### config.mk
export PLATFORM = sky130hd
export DESIGN_NAME = servo_joint_slew_stepper
export DESIGN_NICKNAME = d
export VERILOG_FILES = /design/src/sv/sjs_pkg.sv /design/src/sv/sjs_cfg_regs.sv /design/src/sv/sjs_angle_stage.sv /design/src/sv/sjs_scale_stage.sv /design/src/sv/servo_joint_slew_stepper.sv
export SDC_FILE = /design/constraint.sdc
export NUM_CORES = 1
export LEC_CHECK = 0
export CORE_ASPECT_RATIO = 0.5
export CORE_UTILIZATION = 25
export DETAILED_ROUTE_END_ITERATION = 8
export DONT_BUFFER_PORTS = 1
export GPL_TIMING_DRIVEN = 0
export MAX_ROUTING_LAYER = met4
export SYNTH_ARGS = -nofsm -noshare
export SYNTH_HDL_FRONTEND = slang
export SYNTH_HIERARCHICAL = 1
export SYNTH_SLANG_ARGS = --single-unit
### constraint.sdc
create_clock -name clk -period 21.6 [get_ports clk]
set_input_delay 1.08 -clock clk [delete_from_list [all_inputs] [get_ports clk]]
set_output_delay 1.08 -clock clk [all_outputs]
set_load 0.02 [all_outputs]
### src/sv/sjs_pkg.sv
// ----------------------------------------------------------------------------
// Servo joint slew stepper package
// Widths, register codes, reset values and the scaling constants shared by
// the modules of the slew stepper.
// ----------------------------------------------------------------------------
`default_nettype none

package sjs_pkg;

	localparam int JOINT_COUNT = 6;
	localparam int ANGLE_MAX   = 180;

	localparam int JOINT_W     = 3;
	localparam int AMOUNT_W    = 9;
	localparam int ANGLE_W     = 8;
	localparam int STEP_W      = 8;
	localparam int PULSE_W     = 12;
	localparam int CFG_INDEX_W = 2;
	localparam int CFG_DATA_W  = 12;

	localparam int IDX_W = (JOINT_COUNT > 1) ? $clog2(JOINT_COUNT) : 1;
	localparam int SUM_W = 11;

	localparam logic signed [SUM_W-1:0] ANGLE_MAX_S = SUM_W'(ANGLE_MAX);

	// Division by ANGLE_MAX is a multiplication by a rounded-up reciprocal.
	// Eight spare bits in the shift keep the quotient exact over the whole
	// product range.
	localparam int PROD_W      = ANGLE_W + PULSE_W;
	localparam int RECIP_SHIFT = PROD_W + 8;
	localparam int RECIP_W     = RECIP_SHIFT + 1;
	localparam int WIDE_W      = PROD_W + RECIP_W;
	localparam logic [RECIP_W-1:0] RECIP =
		RECIP_W'(((64'd1 << RECIP_SHIFT) + 64'(ANGLE_MAX) - 64'd1) / 64'(ANGLE_MAX));

	localparam logic [STEP_W-1:0]  STEP_LIMIT_RST    = STEP_W'(1);
	localparam logic [PULSE_W-1:0] PULSE_AT_ZERO_RST = PULSE_W'(150);
	localparam logic [PULSE_W-1:0] PULSE_AT_FULL_RST = PULSE_W'(600);

	typedef enum logic [CFG_INDEX_W-1:0] {
		REG_STEP_LIMIT    = 2'd0,
		REG_PULSE_AT_ZERO = 2'd1,
		REG_PULSE_AT_FULL = 2'd2
	} cfg_reg_t;

	typedef struct packed {
		logic [STEP_W-1:0]  step_limit;
		logic [PULSE_W-1:0] pulse_at_zero;
		logic [PULSE_W-1:0] pulse_at_full;
	} cfg_t;

	typedef struct packed {
		logic [JOINT_W-1:0] channel;
		logic [ANGLE_W-1:0] angle;
	} angle_word_t;

endpackage

`default_nettype wire

### src/sv/sjs_cfg_regs.sv
// ----------------------------------------------------------------------------
// Slew stepper configuration registers
// Holds the step limit and the two pulse end points, written by index.
// ----------------------------------------------------------------------------
`default_nettype none

module sjs_cfg_regs
	import sjs_pkg::*;
(
	input  wire logic                   clk,
	input  wire logic                   arst_n,
	input  wire logic                   cfg_valid,
	output logic                        cfg_ready,
	input  wire logic [CFG_INDEX_W-1:0] cfg_index,
	input  wire logic [CFG_DATA_W-1:0]  cfg_data,
	output cfg_t                        cfg
);

	cfg_t cfg_q;

	assign cfg_ready = 1'b1;
	assign cfg       = cfg_q;

	always_ff @(posedge clk or negedge arst_n) begin
		if (!arst_n) begin
			cfg_q.step_limit    <= STEP_LIMIT_RST;
			cfg_q.pulse_at_zero <= PULSE_AT_ZERO_RST;
			cfg_q.pulse_at_full <= PULSE_AT_FULL_RST;
		end else if (cfg_valid && cfg_ready) begin
			case (cfg_reg_t'(cfg_index))
				REG_STEP_LIMIT:    cfg_q.step_limit    <= cfg_data[STEP_W-1:0];
				REG_PULSE_AT_ZERO: cfg_q.pulse_at_zero <= cfg_data[PULSE_W-1:0];
				REG_PULSE_AT_FULL: cfg_q.pulse_at_full <= cfg_data[PULSE_W-1:0];
				default: ;
			endcase
		end
	end

endmodule

`default_nettype wire

### src/sv/sjs_angle_stage.sv
// ----------------------------------------------------------------------------
// Slew stepper angle stage
// Registers the command word, clamps the target, steps the stored joint angle
// toward it and writes the new angle back.
// ----------------------------------------------------------------------------
`default_nettype none

module sjs_angle_stage
	import sjs_pkg::*;
(
	input  wire logic                       clk,
	input  wire logic                       arst_n,
	input  wire logic                       cmd_valid,
	output logic                            cmd_stall,
	input  wire logic                       op,
	input  wire logic [JOINT_W-1:0]         joint,
	input  wire logic signed [AMOUNT_W-1:0] amount,
	input  wire logic [STEP_W-1:0]          step_limit,
	output logic                            word_valid,
	input  wire logic                       word_take,
	output angle_word_t                     word
);

	logic                       valid_s1;
	logic                       op_s1;
	logic [JOINT_W-1:0]         joint_s1;
	logic signed [AMOUNT_W-1:0] amount_s1;

	logic                       valid_s2;
	angle_word_t                word_s2;

	logic [ANGLE_W-1:0]         angles_q [JOINT_COUNT];

	logic                       s2_free;
	logic                       s1_free;
	logic                       s1_adv;
	logic                       joint_ok;
	logic [ANGLE_W-1:0]         cur;
	logic signed [SUM_W-1:0]    amt_x;
	logic signed [SUM_W-1:0]    raw;
	logic [ANGLE_W-1:0]         tgt;
	logic [ANGLE_W:0]           up;
	logic [ANGLE_W-1:0]         gap;
	logic [ANGLE_W-1:0]         next_angle;

	assign s2_free   = !valid_s2 || word_take;
	assign s1_free   = !valid_s1 || s2_free;
	assign s1_adv    = valid_s1 && s2_free;
	assign cmd_stall = !s1_free;
	assign joint_ok  = {2'b00, joint} < 5'(JOINT_COUNT);

	assign word_valid = valid_s2;
	assign word       = word_s2;

	always_comb begin
		cur   = angles_q[joint_s1[IDX_W-1:0]];
		amt_x = SUM_W'(amount_s1);
		raw   = op_s1 ? (signed'(SUM_W'(cur)) + amt_x) : amt_x;
		if (raw < 0) begin
			tgt = '0;
		end else if (raw > ANGLE_MAX_S) begin
			tgt = ANGLE_MAX_S[ANGLE_W-1:0];
		end else begin
			tgt = raw[ANGLE_W-1:0];
		end
		up  = {1'b0, cur} + {1'b0, step_limit};
		gap = cur - tgt;
		if (cur < tgt) begin
			next_angle = (up > {1'b0, tgt}) ? tgt : up[ANGLE_W-1:0];
		end else if (cur > tgt) begin
			next_angle = (step_limit >= gap) ? tgt : (cur - step_limit);
		end else begin
			next_angle = cur;
		end
	end

	always_ff @(posedge clk or negedge arst_n) begin
		if (!arst_n) begin
			valid_s1 <= 1'b0;
		end else if (s1_free) begin
			valid_s1 <= cmd_valid && joint_ok;
		end
	end

	always_ff @(posedge clk) begin
		if (s1_free) begin
			op_s1     <= op;
			joint_s1  <= joint;
			amount_s1 <= amount;
		end
	end

	always_ff @(posedge clk or negedge arst_n) begin
		if (!arst_n) begin
			valid_s2 <= 1'b0;
		end else if (s2_free) begin
			valid_s2 <= valid_s1;
		end
	end

	always_ff @(posedge clk) begin
		if (s2_free) begin
			word_s2.channel <= joint_s1;
			word_s2.angle   <= next_angle;
		end
	end

	always_ff @(posedge clk or negedge arst_n) begin
		if (!arst_n) begin
			for (int i = 0; i < JOINT_COUNT; i++) begin
				angles_q[i] <= '0;
			end
		end else if (s1_adv) begin
			angles_q[joint_s1[IDX_W-1:0]] <= next_angle;
		end
	end

endmodule

`default_nettype wire

### src/sv/sjs_scale_stage.sv
// ----------------------------------------------------------------------------
// Slew stepper pulse scaling stage
// Maps the new angle onto the pulse range: one multiply by the span, then a
// reciprocal multiply for the division, then the offset into the result word.
// ----------------------------------------------------------------------------
`default_nettype none

module sjs_scale_stage
	import sjs_pkg::*;
(
	input  wire logic                clk,
	input  wire logic                arst_n,
	input  wire logic                word_valid,
	output logic                     word_take,
	input  wire angle_word_t         word,
	input  wire cfg_t                cfg,
	output logic                     res_valid,
	input  wire logic                res_stall,
	output logic [JOINT_W-1:0]       channel,
	output logic [PULSE_W-1:0]       pulse_width,
	output logic [ANGLE_W-1:0]       angle
);

	logic                 valid_s3;
	angle_word_t          word_s3;
	logic [PROD_W-1:0]    prod_s3;
	logic                 neg_s3;

	logic                 res_valid_q;
	logic [JOINT_W-1:0]   channel_q;
	logic [PULSE_W-1:0]   pulse_q;
	logic [ANGLE_W-1:0]   angle_q;

	logic                 out_free;
	logic                 s3_free;
	logic                 span_neg;
	logic [PULSE_W-1:0]   span;
	logic [WIDE_W-1:0]    wide;
	logic [PULSE_W-1:0]   quot;

	assign out_free  = !res_valid_q || !res_stall;
	assign s3_free   = !valid_s3 || out_free;
	assign word_take = s3_free;

	assign span_neg = cfg.pulse_at_full < cfg.pulse_at_zero;
	assign span     = span_neg ? (cfg.pulse_at_zero - cfg.pulse_at_full)
	                           : (cfg.pulse_at_full - cfg.pulse_at_zero);
	assign wide     = WIDE_W'(prod_s3) * WIDE_W'(RECIP);
	assign quot     = wide[RECIP_SHIFT +: PULSE_W];

	assign res_valid   = res_valid_q;
	assign channel     = channel_q;
	assign pulse_width = pulse_q;
	assign angle       = angle_q;

	always_ff @(posedge clk or negedge arst_n) begin
		if (!arst_n) begin
			valid_s3 <= 1'b0;
		end else if (s3_free) begin
			valid_s3 <= word_valid;
		end
	end

	always_ff @(posedge clk) begin
		if (s3_free) begin
			word_s3 <= word;
			prod_s3 <= PROD_W'(word.angle) * PROD_W'(span);
			neg_s3  <= span_neg;
		end
	end

	always_ff @(posedge clk or negedge arst_n) begin
		if (!arst_n) begin
			res_valid_q <= 1'b0;
		end else if (out_free) begin
			res_valid_q <= valid_s3;
		end
	end

	always_ff @(posedge clk) begin
		if (out_free) begin
			channel_q <= word_s3.channel;
			angle_q   <= word_s3.angle;
			pulse_q   <= neg_s3 ? (cfg.pulse_at_zero - quot) : (cfg.pulse_at_zero + quot);
		end
	end

endmodule

`default_nettype wire

### src/sv/servo_joint_slew_stepper.sv
// ----------------------------------------------------------------------------
// Servo joint slew stepper
// Slew-rate limited angle tracking for six servo joints with pulse mapping.
// ----------------------------------------------------------------------------
// Each command word names a joint and gives an absolute target or a signed
// relative step; the stored angle moves toward the clamped target by at most
// the step limit, and one result word carries the channel, the new angle and
// its pulse width. The block takes one command word per clock while
// cmd_stall is low and passes it through a four-register pipeline
// (command register, angle register, product register, result register);
// the stored angle is written back in the first stage, so commands to the
// same joint may follow each other back to back. A command naming a
// joint beyond the last one is consumed without a result. Configuration
// words should be written only while no command is in flight.
`default_nettype none

module servo_joint_slew_stepper
	import sjs_pkg::*;
(
	input  wire logic                       clk,
	input  wire logic                       arst_n,
	input  wire logic                       cfg_valid,
	output logic                            cfg_ready,
	input  wire logic [CFG_INDEX_W-1:0]     cfg_index,
	input  wire logic [CFG_DATA_W-1:0]      cfg_data,
	input  wire logic                       cmd_valid,
	output logic                            cmd_stall,
	input  wire logic                       op,
	input  wire logic [JOINT_W-1:0]         joint,
	input  wire logic signed [AMOUNT_W-1:0] amount,
	output logic                            res_valid,
	input  wire logic                       res_stall,
	output logic [JOINT_W-1:0]              channel,
	output logic [PULSE_W-1:0]              pulse_width,
	output logic [ANGLE_W-1:0]              angle
);

	cfg_t        cfg;
	logic        word_valid;
	logic        word_take;
	angle_word_t word;

	sjs_cfg_regs u_cfg_regs (
		.clk       (clk),
		.arst_n    (arst_n),
		.cfg_valid (cfg_valid),
		.cfg_ready (cfg_ready),
		.cfg_index (cfg_index),
		.cfg_data  (cfg_data),
		.cfg       (cfg)
	);

	sjs_angle_stage u_angle_stage (
		.clk        (clk),
		.arst_n     (arst_n),
		.cmd_valid  (cmd_valid),
		.cmd_stall  (cmd_stall),
		.op         (op),
		.joint      (joint),
		.amount     (amount),
		.step_limit (cfg.step_limit),
		.word_valid (word_valid),
		.word_take  (word_take),
		.word       (word)
	);

	sjs_scale_stage u_scale_stage (
		.clk         (clk),
		.arst_n      (arst_n),
		.word_valid  (word_valid),
		.word_take   (word_take),
		.word        (word),
		.cfg         (cfg),
		.res_valid   (res_valid),
		.res_stall   (res_stall),
		.channel     (channel),
		.pulse_width (pulse_width),
		.angle       (angle)
	);

endmodule

`default_nettype wire
After elaboration in Yosys (flattened, before gate mapping)
Cells that the tools add are included.
{ "word_totals": {"register_bits": 163, "input_bits": 32, "output_inout_bits": 26, "elab_cells": 80} }
{ "op_classes": {"add_sub_neg": 8, "multipliers": 2, "order_cmp": 10, "eq_ne": 2, "muxes": 15, "bitwise_logic": 1, "reduce_logical": 17} }
{ "op_table": {"columns": ["operator", "count"], "rows": [
  ["$mux 8", 9],
  ["$bwmux 48", 1],
  ["$mul 20x21->40 const B", 1],
  ["$sub 12x12->12", 3],
  ["$bmux 8 s3", 1],
  ["$demux 8 s3", 1],
  ["$mux 12", 2],
  ["$mul 8x12->20", 1],
  ["$sub 8x8->8", 2],
  ["$add 12x12->12", 1],
  ["$lt 12x12->1", 1],
  ["$gt 11x9->1 const B", 1],
  ["$lt 11x1->1 const B", 1],
  ["$mux 11", 1],
  ["$add 9x9->10", 1],
  ["$add 8x8->9", 1],
  ["$gt 9x8->1", 1],
  ["$ge 8x8->1", 1],
  ["$gt 8x8->1", 1],
  ["$lt 8x8->1", 1],
  ["$logic_not 1->1", 6],
  ["$reduce_and 2->1", 3],
  ["$ge 4x4->1 const B", 1],
  ["$logic_or 1x1->1", 4],
  ["other kinds (7)", 9]
]} }

Depth between registers and ports, before layout
{ "logic_depth": {"ltp_word": 15, "depth_mapped": 35, "depth_no_buf": 35} }

Cells and area by module
Netlist, hierarchy kept.
{ "by_module_without_submodules": {"columns": ["mod", "instances", "cells_each", "area_per_inst_um2", "seq_area_each_um2"], "rows": [
  ["sjs_scale_stage", 1, 1384, 13385.3, 1701.6],
  ["sjs_angle_stage", 1, 602, 5813.1, 1971.9],
  ["sjs_cfg_regs", 1, 71, 1239.9, 812.0]
]} }

Least setup slack after synthesis
Ideal clock, no wire load.
{ "synth_path": {"kind": "flip-flop to flip-flop", "from": "register u_scale_stage.prod_s3[12]", "to": "register u_scale_stage.pulse_q[11] (netlist: u_scale_stage/pulse_width[11]) (data pin)", "setup_time_ns": 0.258, "arrival_time_ns": 7.980, "required_ns": 21.342, "setup_slack_ns": 13.363, "path_stages_with_launch": 33, "n_path_buf": 0, "period_less_slack_ns": 8.237, "cell_sequence": "edfxtp_1 ha_1 inv_1 fa_1 fa_1 inv_1 fa_1 fa_1 fa_1 inv_1 fa_1 inv_1 ha_1 a21oi_1 nor2b_1 o211ai_1 a31oi_1 o31a_1 nor2_1 inv_1 ha_1 mux2i_1 ha_1 nor2b_1 o21ai_1 a21boi_1 o41a_1 a41o_1 o41ai_1 xnor2_1 or4_1 nand4_1 xnor2_1"} }
{ "synth_between": {"elab_chain_cells": 3, "elab_cells_between_ends": 4, "classes_between": "add/sub: 2; mul: 1; mux: 1"} }
{ "synth_lines": {"columns": ["element", "line_no", "source"], "rows": [
  ["from (decl)", "sjs_scale_stage.sv:26", "logic [PROD_W-1:0] prod_s3;"],
  ["from (signal assigned)", "sjs_scale_stage.sv:67", "prod_s3 <= PROD_W'(word.angle) * PROD_W'(span);"],
  ["$mul 20x21->40 *", "sjs_scale_stage.sv:48", "assign wide = WIDE_W'(prod_s3) * WIDE_W'(RECIP);"],
  ["$add 12x12->12 or $sub 12x12->12 (tied branches)", "sjs_scale_stage.sv:84", "pulse_q <= neg_s3 ? (cfg.pulse_at_zero - quot) : (cfg.pulse_at_zero + quot);"],
  ["$mux 12 *", "sjs_scale_stage.sv:84", null],
  ["to (signal assigned)", "sjs_scale_stage.sv:84", null],
  ["to (decl)", "sjs_scale_stage.sv:31", "logic [PULSE_W-1:0] pulse_q;"]
]} }
Every way passes the cells marked *; elsewhere a longest branch is shown, timed or not.
A chain may end at the register's enable or synchronous reset.

Final worst setup path
{ "layout_path": {"from": "register u_scale_stage.prod_s3[11]", "to": "register u_scale_stage.pulse_q[11] (netlist: u_scale_stage/pulse_width[11]) (data pin)"} }
Same word-level chain as after synthesis.

==> reports/metrics.csv <==
stage,metric,value,unit
sta,Slew @ Worst Pin,1344,ps
routing,Vias/cell,4.653,
logic_synthesis,share of the synthesized area in the top cell type,0.1867,
sta,RSZ-0062 raised after global routing,no,
worst_setup_path,CP arrival,9930,ps
clock_tree,post-CTS sizing,0,
logic_synthesis,most frequent cells after synthesis,"343 x inv_1, 305 x ha_1, 183 x fa_1",
logic_synthesis,post-synthesis cell type count,114,
worst_setup_path,CP peak stage delay,670,ps
die,Site Rows,73,
outcome,status,finished clean,
sta,Fin. Hold Viols,0,
worst_setup_path,CP max-delay cell,fa_1,
grt,Total GRT Usage,0.1246,
sta,fin. max-slew vios,0,
grt,first-pass GRT wire length,79.85,mm
clock_tree,CTS tree,built,
worst_setup_path,WP buf/inv,0,
grt,initial antenna violation count,0,
sta,Slew HR,0.1041,
worst_setup_path,Critical Path Source Type,register,
die,Core Box Area,0.08019,mm2
worst_setup_path,Crit. End Element,register,
clock_tree,Worst-Skew Late Latency,450,ps
logic_synthesis,Ys Warns,6,
clock_tree,Root Driver,clkbuf_16,
logic_synthesis,Yosys top cell by area,ha_1,
worst_setup_path,CP endpoint,u_scale_stage/pulse_width[11],
sta,period utilization,0.4516,
final_layout,"Area growth, synth to finish",9.807,%
routing,drt first pass iters,5,
worst_setup_path,most numerous cell on the critical path,fa_1,
clock_tree,Clock Sinks,163,
clock_tree,CTS Buffer Depth,2,
worst_setup_path,CP startpoint,u_scale_stage/prod_s3[11],
routing,DR vias,14784,
worst_setup_path,family with the most delay on the worst path,adder cells,
sta,# setup viols final,0,
die,# IOs,58,
final_layout,nets,2597,
grt,number of global-route vias before repair,14914,
die,Die ar.,0.08297,mm2
worst_setup_path,Levels on crit path,28,
placement,PortBufs,0,
worst_setup_path,flop-to-flop setup slack,11840,ps
worst_setup_path,Reg2Reg Capture Point,u_scale_stage/pulse_width[11],
final_layout,fraction of layout cells with a size suffix above 1,0.08708,
routing,antenna-violating nets left,0,
worst_setup_path,reg2reg path depth,28,
worst_setup_path,Worst R2R Start,u_scale_stage/prod_s3[11],
clock_tree,CTS clock-pin slew for the worst setup and hold paths,60,ps
routing,WL per Instance,15.48,um
worst_setup_path,CP required,21780,ps
worst_setup_path,worst-path maximum fanout,5,
sta,Max Fclk,102.5,MHz
logic_synthesis,Seq cells post-synth,163,
die,Starting Density,0.2549,
die,die width,406.4,um
logic_synthesis,syn nets,2577,
sta,post-layout min period,9755,ps
clock_tree,"Setup Fix Bufs, Post-CTS",0,
routing,# DRC,0,
clock_tree,Num CTS Buffers,17,
hold_path,Hold Path Class,in2async,
grt,total grt overflow,0,
logic_synthesis,"Seq/Total Area, Yosys",0.2195,
logic_synthesis,number of enable flip-flop cells after synthesis,79,
logic_synthesis,Mapped Cells,2057,
placement,post-DP HPWL,40.99,mm
logic_synthesis,most frequent cell after synthesis,inv_1,
final_layout,Diodes inserted,0,
logic_synthesis,"Cell Area, Synth",0.02044,mm2
logic_synthesis,Main synth FF type,edfxtp_1,
flow_run,maxcap violations,0,
sta,hold_ws,333.5,ps
routing,final WL,49.18,mm
sta,post-route setup TNS,0,ps
sta,Clock Skews,9.690,ps
clock_tree,Clock H-tree levels,4,
logic_synthesis,syn avg cell area,9.936,um2
routing,DRT iter0 DRCs,789,
die,Die Span Y,204.2,um
worst_setup_path,Setup CP Type,reg2reg,
logic_synthesis,largest cells by area after synthesis,"ha_1 19%, fa_1 18%, edfxtp_1 12%",
clock_tree,Post-CTS Hold Fix Bufs,0,
grt,largest net degree at the start of global routing,85,
placement,gpl congestion,0.9071,
logic_synthesis,Post-synth ARST share,0.5153,
routing by layer:
| metal | vias to the layer above | share of wire | track usage |
|---|---|---|---|
| met4 | 0 | 0.021 | 0.03545 |
| met1 | 7270 | 0.45 | 0.1525 |
| met2 | 292 | 0.50 | 0.2155 |
| li1 | 7164 | - | - |
| met5 | - | 0 | - |
| met3 | 58 | 0.031 | 0.01518 |
registers in the layout (all words and copies together), names as in the netlist:
| name | cells |
|---|---|
| u_angle_stage/amount_s1 | 9 |
| u_angle_stage/angles_q | 48 |
| u_angle_stage/joint_s1 | 3 |
| u_angle_stage/op_s1 | 1 |
| u_angle_stage/valid_s1 | 1 |
| u_angle_stage/word | 11 |
| u_angle_stage/word_valid | 1 |
| u_cfg_regs/cfg | 32 |
| u_scale_stage/angle | 8 |
| u_scale_stage/channel | 3 |
| u_scale_stage/neg_s3 | 1 |
| u_scale_stage/prod_s3 | 20 |
| u_scale_stage/pulse_width | 12 |
| u_scale_stage/res_valid | 1 |
| u_scale_stage/valid_s3 | 1 |
| u_scale_stage/word_s3 | 11 |
metrics by stage:
step / setup slack (ps) / util / instances / cell area (um2)
3_3_place_gp: 12060 / 0.2718 / 3144 / 21800
4_1_cts: 11880 / 0.2798 / 3177 / 22440
5_1_grt: 11210 / 0.2799 / 3177 / 22440
6_report: 11840 / 0.2799 / 3177 / 22440
3_5_place_dp: 11950 / 0.2721 / 3145 / 21820
2_1_floorplan: 13360 / - / 2057 / 20440
logic make-up (layout without fill, tap and decap cells):
kind of cell    count (synthesis)  in the layout  share of synthesized area
buf+inv                       395            428                    0.07726
other cells                     1              1                  0.0001835
mux                            81             81                    0.04457
simple gates                  490            490                     0.1270
compound gates                369            369                     0.1355
xor+xnor                       70             70                    0.03000
flops                         163            163                     0.2195
fa+ha+maj                     488            488                     0.3660
cells in the final DEF (no fill, tap or decap), drive strengths merged, types with 9 or more instances in the layout:
master	synthesis	layout
or3	9	9
nand2	144	144
nor2	79	79
o21a	9	9
inv	344	348
nor4	10	10
buf	24	25
o31ai	31	31
dfstp	9	9
a211oi	17	17
o211ai	16	16
a31oi	24	24
nand3b	15	15
and2	42	42
and3	18	18
nor2b	30	30
o21bai	9	9
a21oi	72	72
a21o	30	30
o22ai	11	11
o21ai	50	50
dfrtp	75	75
nand3	30	30
o311ai	9	9
nand4	12	12
ha	305	305
edfxtp	79	79
fa	183	183
clkbuf	26	44
a22oi	17	17
mux2i	22	22
mux2	59	59
nor3	39	39
xnor2	50	50
xor2	20	20
nand2b	25	25
final cells by class:
| type | instances | area, um2 |
|---|---|---|
| Buffer | 50 | 281.5 |
| Timing Repair Buffer | 1 | 20.02 |
| Tap cell | 1087 | 1360 |
| Inverter | 345 | 1297 |
| Clock inverter | 14 | 173.9 |
| Multi-Input combinational cell | 1499 | 14390 |
| Clock buffer | 18 | 439.2 |
| Fill cell | 8500 | 57750 |
| Sequential cell | 163 | 4486 |
how the worst min path moves through the flow:
| stage | startpoint | end | slack [ps] | depth (start not counted) |
|---|---|---|---|---|
| 3_3_place_gp | u_scale_stage/word_s3[5] | u_scale_stage/angle[5] | 400 | 0 |
| 3_5_place_dp | u_scale_stage/word_s3[10] | u_scale_stage/channel[2] | 400 | 0 |
| 4_1_cts | arst_n | u_angle_stage/angles_q[39] | 290 | 0 |
| 6_report | arst_n | u_cfg_regs/cfg[27] | 330 | 0 |
| 2_1_floorplan | u_scale_stage/word_s3[0] | u_scale_stage/angle[0] | 400 | 0 |
| 5_1_grt | arst_n | u_cfg_regs/cfg[27] | 300 | 0 |
worst register-to-register path: cells and delay by family, from the launching register on:
kind,cells,cell delay (ps)
simple gates,9,2180
flops,1,560
xor+xnor,5,1270
fa+ha+maj,8,3780
compound gates,6,1680
Power is not shown: default switching activity piles up to over one toggle a cycle in this logic, so the estimate is an artifact.
